<file path="src/tbdc_pkg.sv">
// Package for the two-branch diversity combiner: field widths, modes, queue entry type.
// No dependencies.
package tbdc_pkg;
   localparam int MaxCells = 4096;
   localparam int CntW = 13;
   localparam int SumW = 30;
   localparam int DivW = 34;

   typedef enum logic [1:0] {
      MODE_FRAME = 2'd0,
      MODE_CELL  = 2'd1,
      MODE_MRC   = 2'd2,
      MODE_SPARE = 2'd3
   } mode_type;

   // One classified cell pair, passed from the front end to the divider back end.
   typedef struct packed {
      logic               mrc;
      logic               last;
      logic signed [15:0] re_a;
      logic signed [15:0] im_a;
      logic signed [15:0] re_b;
      logic signed [15:0] im_b;
      logic [15:0]        csi_a;
      logic [15:0]        csi_b;
      logic               pick_a;
   } job_type;
endpackage

</file>
<file path="src/tbdc_front.sv">
// Front end of the combiner: accepts beats, classifies the branch choice, two-entry queue.
// Depends on tbdc_pkg.
module tbdc_front (
   input  logic                clock,
   input  logic                reset,
   input  tbdc_pkg::mode_type  mode,
   input  logic                in_valid,
   output logic                in_ready,
   input  logic [127:0]        in_data,
   input  logic                in_last,
   output logic                job_valid,
   input  logic                job_ready,
   output tbdc_pkg::job_type   job
);
   import tbdc_pkg::*;

   job_type    q_ff [2];
   job_type    q_in;
   logic [1:0] cnt_ff, cnt_in;
   logic       rd_ff, rd_in, wr_ff, wr_in;
   logic       push, pop;

   assign in_ready  = (cnt_ff != 2'd2);
   assign push      = in_valid && in_ready;
   assign job_valid = (cnt_ff != 2'd0);
   assign pop       = job_valid && job_ready;
   assign job       = q_ff[rd_ff];

   always_comb begin
      logic [15:0] ca, cb, qa, qb;
      ca = in_data[47:32];
      cb = in_data[95:80];
      qa = in_data[111:96];
      qb = in_data[127:112];
      q_in.re_a  = in_data[15:0];
      q_in.im_a  = in_data[31:16];
      q_in.csi_a = ca;
      q_in.re_b  = in_data[63:48];
      q_in.im_b  = in_data[79:64];
      q_in.csi_b = cb;
      q_in.last  = in_last;
      q_in.mrc   = (mode == MODE_MRC);
      q_in.pick_a = (mode == MODE_CELL) ? (ca > cb) : (qa > qb);
      cnt_in = cnt_ff + {1'b0, push} - {1'b0, pop};
      rd_in  = rd_ff ^ pop;
      wr_in  = wr_ff ^ push;
   end

   always_ff @(posedge clock) begin
      if (reset) begin
         cnt_ff <= '0;
         rd_ff  <= 1'b0;
         wr_ff  <= 1'b0;
      end else begin
         cnt_ff <= cnt_in;
         rd_ff  <= rd_in;
         wr_ff  <= wr_in;
      end
      if (push) q_ff[wr_ff] <= q_in;
   end

`ifndef SYNTHESIS
   a_cnt_max: assert property (@(posedge clock) disable iff (reset) cnt_ff <= 2'd2)
      else $error("queue count overflow");
   a_ptr: assert property (@(posedge clock) disable iff (reset)
      (cnt_ff == 2'd0 || cnt_ff == 2'd2) |-> rd_ff == wr_ff)
      else $error("queue pointers disagree with count");
   a_full: assert property (@(posedge clock) disable iff (reset)
      cnt_ff == 2'd2 |-> !in_ready)
      else $error("full queue accepts");
`endif
endmodule

</file>
<file path="src/tbdc_back.sv">
// Back end: multiplies, runs a shared restoring divider, keeps frame statistics.
// Depends on tbdc_pkg.
module tbdc_back (
   input  logic               clock,
   input  logic               reset,
   input  logic               job_valid,
   output logic               job_ready,
   input  tbdc_pkg::job_type  job,
   output logic               out_valid,
   input  logic               out_ready,
   output logic [15:0]        out_re,
   output logic [15:0]        out_im,
   output logic [16:0]        out_csi,
   output logic               out_end,
   output logic [16:0]        out_share
);
   import tbdc_pkg::*;

   typedef enum logic [6:0] {
      ST_IDLE  = 7'b0000001,
      ST_MUL   = 7'b0000010,
      ST_ADD   = 7'b0000100,
      ST_DIV   = 7'b0001000,
      ST_NEXT  = 7'b0010000,
      ST_ACC   = 7'b0100000,
      ST_OUT   = 7'b1000000
   } state_type;

   state_type st_ff, st_in;
   job_type   j_ff;
   logic signed [31:0] p0_ff, p1_ff, p2_ff, p3_ff;
   logic [DivW-1:0] num_ff, num_in, rem_ff, rem_in, quo_ff, quo_in, den_ff, den_in;
   logic [5:0]  bit_ff, bit_in;
   logic [1:0]  ph_ff, ph_in;     // 0 re, 1 im, 2 weight, 3 share
   logic        neg_ff, neg_in;
   logic signed [33:0] sre_sum, sim_ff;
   logic [16:0] wgt_ff, wgt_in;
   logic [15:0] ore_ff, ore_in, oim_ff, oim_in;
   logic [CntW-1:0] cnt_ff, cnt_in;
   logic [SumW-1:0] sum_ff, sum_in;
   logic        ov_ff, ov_in;
   logic [16:0] share_ff, share_in;
   logic [16:0] csum;
   logic [DivW:0] trial;
   logic [DivW-1:0] qrnd;

   assign csum = {1'b0, j_ff.csi_a} + {1'b0, j_ff.csi_b};
   assign sre_sum = 34'(p0_ff) + 34'(p1_ff);
   assign job_ready = (st_ff == ST_IDLE);
   assign out_valid = ov_ff;
   assign out_re = ore_ff;
   assign out_im = oim_ff;
   assign out_end = j_ff.last;
   assign out_share = share_ff;
   assign out_csi = !j_ff.mrc ? {1'b0, (j_ff.pick_a ? j_ff.csi_a : j_ff.csi_b)} : csum;
   assign trial = {rem_ff, num_ff[DivW-1]} - {1'b0, den_ff};
   assign qrnd = quo_ff;

   function automatic logic [DivW-1:0] mag(input logic signed [33:0] v);
      mag = v[33] ? DivW'(-v) : DivW'(v);
   endfunction

   always_comb begin
      logic [DivW-1:0] d;
      logic [DivW-1:0] half;
      st_in = st_ff; num_in = num_ff; rem_in = rem_ff; quo_in = quo_ff; den_in = den_ff;
      bit_in = bit_ff; ph_in = ph_ff; neg_in = neg_ff; wgt_in = wgt_ff;
      ore_in = ore_ff; oim_in = oim_ff; cnt_in = cnt_ff; sum_in = sum_ff;
      ov_in = ov_ff && !out_ready; share_in = share_ff;
      d = '0; half = '0;
      unique case (st_ff)
         ST_IDLE: if (job_valid) st_in = ST_MUL;
         ST_MUL:  st_in = ST_ADD;
         ST_ADD: begin
            if (!j_ff.mrc) begin
               ore_in = j_ff.pick_a ? j_ff.re_a : j_ff.re_b;
               oim_in = j_ff.pick_a ? j_ff.im_a : j_ff.im_b;
               wgt_in = j_ff.pick_a ? 17'd65536 : 17'd0;
               st_in  = ST_ACC;
            end else if (csum == 17'd0) begin
               ore_in = '0; oim_in = '0; wgt_in = '0;
               st_in  = ST_ACC;
            end else begin
               ph_in = 2'd0;
               d = DivW'(csum);
               half = DivW'(csum >> 1);
               num_in = mag(sre_sum) + half;
               neg_in = sre_sum[33];
               den_in = d; rem_in = '0; quo_in = '0; bit_in = 6'(DivW);
               st_in = ST_DIV;
            end
         end
         ST_DIV: begin
            num_in = {num_ff[DivW-2:0], 1'b0};
            if (!trial[DivW]) begin
               rem_in = trial[DivW-1:0];
               quo_in = {quo_ff[DivW-2:0], 1'b1};
            end else begin
               rem_in = {rem_ff[DivW-2:0], num_ff[DivW-1]};
               quo_in = {quo_ff[DivW-2:0], 1'b0};
            end
            bit_in = bit_ff - 6'd1;
            if (bit_ff == 6'd1) st_in = ST_NEXT;
         end
         ST_NEXT: begin
            rem_in = '0; quo_in = '0; bit_in = 6'(DivW);
            half = den_ff >> 1;
            st_in = ST_DIV;
            unique case (ph_ff)
               2'd0: begin
                  ore_in = neg_ff ? 16'(-qrnd) : 16'(qrnd);
                  num_in = mag(sim_ff) + half; neg_in = sim_ff[33]; ph_in = 2'd1;
               end
               2'd1: begin
                  oim_in = neg_ff ? 16'(-qrnd) : 16'(qrnd);
                  num_in = {2'b0, j_ff.csi_a, 16'b0} + half; neg_in = 1'b0; ph_in = 2'd2;
               end
               2'd2: begin
                  wgt_in = 17'(qrnd);
                  st_in = ST_ACC;
               end
               default: begin
                  share_in = 17'(qrnd);
                  cnt_in = '0; sum_in = '0;
                  ov_in = 1'b1;
                  st_in = ST_OUT;
               end
            endcase
         end
         ST_ACC: begin
            if (int'(cnt_ff) < MaxCells) begin
               cnt_in = cnt_ff + 1'b1;
               sum_in = sum_ff + SumW'(wgt_ff);
            end
            if (j_ff.last) begin
               ph_in = 2'd3;
               den_in = DivW'(cnt_in);
               num_in = DivW'(sum_in) + DivW'(cnt_in >> 1);
               rem_in = '0; quo_in = '0; bit_in = 6'(DivW);
               st_in = ST_DIV;
            end else begin
               share_in = '0; ov_in = 1'b1; st_in = ST_OUT;
            end
         end
         ST_OUT: if (!ov_ff || out_ready) begin
            ov_in = 1'b0; st_in = ST_IDLE;
         end
         default: st_in = ST_IDLE;
      endcase
   end

   always_ff @(posedge clock) begin
      if (reset) begin
         st_ff <= ST_IDLE; cnt_ff <= '0; sum_ff <= '0; ov_ff <= 1'b0;
      end else begin
         st_ff <= st_in; cnt_ff <= cnt_in; sum_ff <= sum_in; ov_ff <= ov_in;
      end
      if (st_ff == ST_IDLE && job_valid) j_ff <= job;
      if (st_ff == ST_MUL) begin
         p0_ff <= j_ff.re_a * $signed({1'b0, j_ff.csi_a});
         p1_ff <= j_ff.re_b * $signed({1'b0, j_ff.csi_b});
         p2_ff <= j_ff.im_a * $signed({1'b0, j_ff.csi_a});
         p3_ff <= j_ff.im_b * $signed({1'b0, j_ff.csi_b});
      end
      if (st_ff == ST_ADD) begin
         sim_ff <= 34'(p2_ff) + 34'(p3_ff);
      end
      num_ff <= num_in; rem_ff <= rem_in; quo_ff <= quo_in; den_ff <= den_in;
      bit_ff <= bit_in; ph_ff <= ph_in; neg_ff <= neg_in; wgt_ff <= wgt_in;
      ore_ff <= ore_in; oim_ff <= oim_in; share_ff <= share_in;
   end

`ifndef SYNTHESIS
   a_ready: assert property (@(posedge clock) disable iff (reset)
      job_ready |-> !out_valid || out_ready || st_ff == ST_IDLE)
      else $error("idle with inconsistent output");
   a_cnt: assert property (@(posedge clock) disable iff (reset) int'(cnt_ff) <= MaxCells)
      else $error("cell count overflow");
   a_out: assert property (@(posedge clock) disable iff (reset)
      out_valid |-> st_ff == ST_OUT)
      else $error("output valid outside output state");
`endif
endmodule

</file>
<file path="src/two_branch_diversity_combiner.sv">
// Top level of the two-branch diversity combiner.
// Depends on tbdc_pkg, tbdc_front and tbdc_back.
//
//  channel | dir | fields (tdata low bit up)
//  req     | in  | re_a im_a csi_a re_b im_b csi_b quality_a quality_b; tlast last_cell
//  rsp     | out | out_re out_im out_csi share_a (padded to 72 bits); tlast frame_end
//  csr     | in  | combine_mode, written on csr_we
//
// In the back end a switched cell needs no division; a maximal ratio cell with a nonzero
// csi sum runs three 34-step divisions in the shared restoring divider, and a
// frame's last cell adds one more division for the share.
// Reset is synchronous and clears the queue, the frame counters and the mode.
// The two-entry queue lets the front accept beats while the back end is busy or
// while a result waits on rsp_tready.
module two_branch_diversity_combiner (
   input  logic         clock,
   input  logic         reset,
   input  logic         csr_we,
   input  logic [1:0]   csr_wdata,
   input  logic         req_tvalid,
   output logic         req_tready,
   input  logic [127:0] req_tdata,  // re_a, im_a, csi_a, re_b, im_b, csi_b, quality_a, quality_b
   input  logic         req_tlast,  // last_cell
   output logic         rsp_tvalid,
   input  logic         rsp_tready,
   output logic [71:0]  rsp_tdata,  // out_re, out_im, out_csi, share_a, zero pad
   output logic         rsp_tlast   // frame_end
);
   import tbdc_pkg::*;

   mode_type    mode_ff;
   job_type     job;
   logic        job_valid, job_ready;
   logic [15:0] o_re, o_im;
   logic [16:0] o_csi, o_share;

   // Mode register; all four codes are legal, the spare one acts as frame switched.
   always_ff @(posedge clock) begin
      if (reset) mode_ff <= MODE_FRAME;
      else if (csr_we) mode_ff <= mode_type'(csr_wdata);
   end

   tbdc_front u_front (
      .clock, .reset, .mode(mode_ff),
      .in_valid(req_tvalid), .in_ready(req_tready),
      .in_data(req_tdata), .in_last(req_tlast),
      .job_valid, .job_ready, .job
   );

   tbdc_back u_back (
      .clock, .reset, .job_valid, .job_ready, .job,
      .out_valid(rsp_tvalid), .out_ready(rsp_tready),
      .out_re(o_re), .out_im(o_im), .out_csi(o_csi),
      .out_end(rsp_tlast), .out_share(o_share)
   );

   assign rsp_tdata = {6'b0, o_share, o_csi, o_im, o_re};
endmodule
</file>
<file path="config.mk">
export PLATFORM = sky130hd
export DESIGN_NAME = two_branch_diversity_combiner
export DESIGN_NICKNAME = d
export VERILOG_FILES = /design/src/tbdc_pkg.sv /design/src/tbdc_front.sv /design/src/tbdc_back.sv /design/src/two_branch_diversity_combiner.sv
export SDC_FILE = /design/constraint.sdc
export NUM_CORES = 2
export LEC_CHECK = 0
export BUFFER_PORTS_ARGS = -buffer_cell sky130_fd_sc_hd__buf_2
export CAP_MARGIN = 20
export CORE_MARGIN = 8
export CORE_UTILIZATION = 45
export CTS_CLUSTER_SIZE = 20
export DETAILED_ROUTE_END_ITERATION = 7
export HOLD_SLACK_MARGIN = 0.02
export PLACE_DENSITY = 0.7
export SLEW_MARGIN = 20
export SYNTH_ARGS = -nofsm -noshare
export SYNTH_HDL_FRONTEND = slang
export SYNTH_HIERARCHICAL = 1
export SYNTH_SLANG_ARGS = --single-unit
</file>
<file path="constraint.sdc">
create_clock -name clock -period 10.4 [get_ports clock]
set_clock_uncertainty 0.15 [all_clocks]
set_input_delay 1.04 -clock clock [delete_from_list [all_inputs] [get_ports clock]]
set_output_delay 1.04 -clock clock [all_outputs]
set_load 0.01 [all_outputs]
</file>
# Word-level counts from Yosys, hierarchy flattened
# Memories as Yosys holds them, arrays and structs flattened. A register that Yosys moved wholly into a read port is not among the register bits.
# Index checks and enable logic that the tools add are counted.
# totals
output_inout_bits	75
in_bits	136
memories	1
ramBits	198
reg_bits	413
# classes
magnitude_cmp	3
reduce_logical	27
multipliers	4
addsub	16
n_bitwise	2
n_mux	74
n_eq_ne	26
# memory_table
memory	words	width	rd	rd_ports_with_merged_regs	write_ports	line	rtl
u_front.q_ff	2	99	1	1	1	tbdc_front.sv:17	job_type q_ff [2];
# op_table
operator	n
$mux W34	12
$pmux W34 S4	2
$mux W16	9
$pmux W34 S2	2
$mul A16 B17 Y32	4
$mux W17	7
$mux W30	3
$neg A34 Y34	2
$pmux W17 S2	2
$pmux W17 S4	1
$add A32 B32 Y33	2
$pmux W16 S2	2
$pmux W30 S2	1
$pmux W7 S7	1
$mux W13	3
$mux W7	5
$sub A35 B34 Y35	1
$add A32 B33 Y34	1
$add A34 B16 Y34	1
$add A34 B33 Y34	1
$gt A16 B16 Y1	2
$add A30 B12 Y31	1
$add A30 B17 Y30	1
$pmux W13 S2	1
45 further kinds	85

# Longest topological paths before layout
# logic_depth
depth_word	7
depth_mapped	28
mapped_depth_nobuf	26

# Cells and area by module
# The synthesis kept the hierarchy.
# modules_own_cells
module	cells_each	seq_area_each_um2	area_each_um2	n_inst
tbdc_back	6786	14143.6	63697.3	1
tbdc_front	447	6025.8	8179.1	1
two_branch_diversity_combiner	13	40.0	116.4	1

# Worst setup path after synthesis
# Ideal clock, no wire load.
# synth_timing
kind	register to register
startpoint	reg u_back/j_ff[27] (netlist name)
endpoint	reg u_back.p0_ff[25], data pin
arrival_time_ns	6.405
setup_slack_ns	3.587
stages_incl_launch_ff	25
setup_ns	0.258
period_less_slack_ns	6.813
cell_sequence	edfxtp_1 -> clkbuf_1 -> clkbuf_1 -> nand2_1 -> fa_1 -> fa_1 -> fa_1 -> fa_1 -> inv_1 -> fa_1 -> inv_1 -> fa_1 -> inv_1 -> ha_1 -> a21oi_1 -> nand2_1 -> o211ai_1 -> a311oi_1 -> or3_1 -> a21oi_1 -> o21ai_0 -> and4_1 -> a2111o_1 -> a21oi_1 -> xnor2_1
# synth_between
elab_chain_cells	1
# synth_lines
item	line	rtl
$mul A16 B17 Y32	tbdc_back.sv:160	p0_ff <= j_ff.re_a * $signed({1'b0, j_ff.csi_a});
end signal, assigned	tbdc_back.sv:160	
end, declared	tbdc_back.sv:31	logic signed [31:0] p0_ff, p1_ff, p2_ff, p3_ff;
# No other way between the ends.
# A chain may end at the register's enable or synchronous reset.

# Final worst setup path
# layout_timing
startpoint	reg u_back/j_ff[11] (netlist name)
endpoint	reg u_back.p3_ff[30], data pin
# layout_between
elab_chain_cells	1
# layout_lines
item	line	rtl
$mul A16 B17 Y32	tbdc_back.sv:163	p3_ff <= j_ff.im_b * $signed({1'b0, j_ff.csi_b});
end signal, assigned	tbdc_back.sv:163	
end, declared	tbdc_back.sv:31	
# No other way between the ends.

==> run_results.csv <==
group,metric,value,unit
clocking,ctsResizeCount,0,
clocking,cts-root-buf,"clkbuf_16",
timing,worst_slew_pin_slew,1.13,ns
placed_design,dp_hpwl,159,mm
job,maxCapViolCount,0,
yosys,synthMuxAreaShare,0.0250,
clocking,htree_levels,3,
yosys,synth.distinct_cells,98,
setup_path,crit_path_max_fanout,21,
setup_path,slowest_delay,1.04,ns
yosys,synth-simple-area-share,0.147,
floorplanning,num_rows,146,
detailed_routing,drt_iter0_drc,4446,
timing,fin_crit_sh,0.747,
floorplanning,die_y,416,µm
timing,setup_viol,0,
setup_path,path_delay_family,"adder cells",
run_status,violations,"design-rule violations",
worst_hold_path,holdPathStages,1,
timing,slew_headroom,0.248,
floorplanning,ioPinCount,211,
yosys,postSynthAreaPerCell,9.94,µm²
clocking,clockBufferDepth,3,
run_status,status,"complete, but fails checks",
setup_path,critical_path_class,"register to register",
detailed_routing,drc,8,
global_routing,overflow,0,
clocking,clkTransAtPathRegs,0.06,ns
setup_path,r2r-end,"u_back/p3_ff[30]",
global_routing,antenna_found_initial,15,
clocking,cts_buffers,84,
detailed_routing,avgViaCountPerCell,5.63,
placed_design,io_buffers,204,
timing,clock.fmax,0.129,GHz
worst_hold_path,holdCritStartpoint,"req_tdata[14]",
setup_path,worstPathRequired,10.72,ns
floorplanning,core_area,159000,µm²
yosys,synth_edf_count,635,
setup_path,slowest_stage,"edfxtp_1",
yosys,synthAdderAreaFrac,0.334,
setup_path,reg2reg_slack,2.63,ns
layout,syn_to_final_growth,8.31,%
yosys,ys_seq_elements,692,
timing,fin_crit,7.77,ns
worst_hold_path,min_to,"u_front/q_ff[0][95]",
yosys,synth_flop_cell,"edfxtp_1",
clocking,post_cts_buffers,0,
timing,maxSlewViolCount,0,
clocking,cts_sinks,692,
timing,setup-tns-final,0,ns
yosys,synthXorXnorAreaFrac,0.0471,
detailed_routing,routed_wl,207,mm
placed_design,finalWeightedCongestion,0.958,
clocking,clock_latency,0.73,ns
setup_path,crit_path_start_kind,"register",
yosys,syn_inst,7246,
timing,hold_viol,0,
setup_path,cp_num_buf_inv,4,
global_routing,grt_max_degree,66,
yosys,yosysSeqAreaShare,0.281,
setup_path,crit_chain,"buf_4 > nand2_1 > fa_1 > fa_1 > fa_1 > inv_1 > fa_1 > fa_1 > inv_1 > fa_1 > inv_1 > ha_1 > and3_1 > nand3_1 > a2111oi_0 > o2111ai_1 > a311oi_1 > o21ai_0 > nand2_1 > a31o_2 > a21oi_1 > xnor2_1",
yosys,synth_top_family_by_area,"adder cells",
setup_path,worst-r2r-cell-count,22,
yosys,synth_area,72000,µm²
detailed_routing,antenna_left,0,
layout,nets,8906,
detailed_routing,vias,53300,
timing,rsz0062_at_grt,"no",
setup_path,cpMostUsedCell,"fa_1",
setup_path,r2r_start,"u_back/j_ff[11]",
detailed_routing,wl_per_cell,21.8,µm
global_routing,grt_pass1_vias,54900,
clocking,hold_buffers,0,
global_routing,grt_usage,0.236,
setup_path,arrival,8.09,ns
layout,final_cell_count_no_fill,9464,
global_routing,grt_pass1_wl,319,mm
worst_hold_path,hold_path_class,"input port to register",
floorplanning,start_util,0.454,
detailed_routing,dr.pass1.iters,8,
yosys,yosysWarnings,6,
floorplanning,die-area,173000,µm²
layout,drive_above_1_share,0.0811,
yosys,async_reset_ff_frac,0,
clocking,cts_tree,"built",
floorplanning,die_w,416,µm
yosys,synth_compound_area_frac,0.0913,
setup_path,cp-end-kind,"register",
placed_design,dp.cells,9303,
[worst max-delay path by stage]
| stage | end | slack [ns] | start | cells after the start |
|---|---|---|---|---|
| 3_3_place_gp | u_back/p3_ff[30] | 2.93 | u_back/j_ff[11] | 24 |
| 2_1_floorplan | u_back/p0_ff[25] | 3.59 | u_back/j_ff[27] | 24 |
| 3_5_place_dp | u_back/p3_ff[30] | 2.71 | u_back/j_ff[11] | 22 |
| 5_1_grt | u_back/p3_ff[30] | 2.26 | u_back/j_ff[11] | 22 |
| 4_1_cts | u_back/p3_ff[30] | 2.71 | u_back/j_ff[11] | 22 |
| 6_report | u_back/p3_ff[30] | 2.63 | u_back/j_ff[11] | 22 |
[through the flow]
step           utilization  hold slack, ns  setup slack [ns]  cell area (µm²)
5_1_grt              0.492           0.326              2.26            78000
3_5_place_dp         0.474           0.333              2.71            75100
6_report             0.492           0.351              2.63            78000
3_3_place_gp         0.474           0.321              2.93            75100
2_1_floorplan            -           0.308              3.59            72000
4_1_cts              0.491           0.307              2.71            77900
[Yosys cell counts, drive strengths merged (78+ instances only)]
cell    number  area (µm²)
a21o        88         661
a21oi      284        1420
and2       516        3230
clkbuf     261         980
edfxtp     635       19100
fa         784       15700
ha         668        8360
inv       1117        4190
mux2       104        1170
nand2      788        2960
nand2b      79         494
nand3       78         390
nor2       292        1100
o21ai      239        1200
xnor2      271        2370
xor2       116        1020
[kinds of logic (layout without fill, tap and decap cells)]
group                    after synthesis  after routing
buffers and inverters               1425           1560
AND/OR/NAND/NOR                     2104           2104
XOR/XNOR                             387            387
other                                  1             12
adder cells (fa/ha/maj)             1452           1452
multiplexers                         167            167
AO/OA/AOI/OAI                       1018           1018
flip-flops                           692            692
[state kept, by name, indices dropped and copies added, names as in the netlist, 2 cells and up]
name	flops
u_back/p3_ff	32
u_back/ph_ff	2
u_back/p0_ff	32
u_back/out_re	16
u_back/qrnd	17
u_back/wgt_ff	17
u_back/p2_ff	32
u_back/den_ff	17
u_back/rem_ff	34
u_back/bit_ff	6
u_back/out_share	17
u_back/sim_ff	33
u_front/q_ff	198
u_back/out_im	16
u_back/st_ff	7
u_back/p1_ff	32
u_back/j_ff	98
mode_ff	2
u_back/num_ff	34
u_back/cnt_ff	13
u_back/sum_ff	30
u_front/cnt_ff	2
[worst reg2reg max path, stage by stage (launching register included)]
cell and delay (ns):
edfxtp_1 1.04, buf_4 0.41, nand2_1 0.11, fa_1 0.42, fa_1 0.49, fa_1 0.57, inv_1 0.08, fa_1 0.49
fa_1 0.50, inv_1 0.05, fa_1 0.47, inv_1 0.04, ha_1 0.34, and3_1 0.22, nand3_1 0.10, a2111oi_0 0.65
o2111ai_1 0.28, a311oi_1 0.46, o21ai_0 0.17, nand2_1 0.12, a31o_2 0.16, a21oi_1 0.07, xnor2_1 0.13
[cell usage in the layout, fill, tap and decap left out, types with 88 or more instances in the layout]
master and n:
inv_1 1114, nand2_1 788, fa_1 784, ha_1 666
edfxtp_1 635, and2_1 514, nor2_1 290, a21oi_1 283
xnor2_1 269, o21ai_0 236, buf_2 204, xor2_1 116
mux2_2 104, a21o_1 88
[routing by layer]
| metal | vias up | global-route usage | part of all wire |
|---|---|---|---|
| met3 | 488 | 0.0425 | 0.079 |
| met4 | 10 | 0.141 | 0.071 |
| met2 | 2226 | 0.375 | 0.45 |
| met1 | 26400 | 0.300 | 0.40 |
| met5 | - | 0 | 0.00033 |
| li1 | 24100 | - | - |
[layout make-up]
cell class / instances / area, µm²
repair buffers: 287 / 1650
clock inverters: 57 / 641
clock buffers: 97 / 2150
inverters: 1119 / 4200
fillers: 14400 / 80600
well taps: 2072 / 2590
multi-input cells: 5134 / 46500
flip-flops and latches: 692 / 20200
diodes: 6 / 15.0
Power is left out: the tool's default activity adds up to more than one toggle a clock period on the data nets, which glitch-free logic cannot reach.
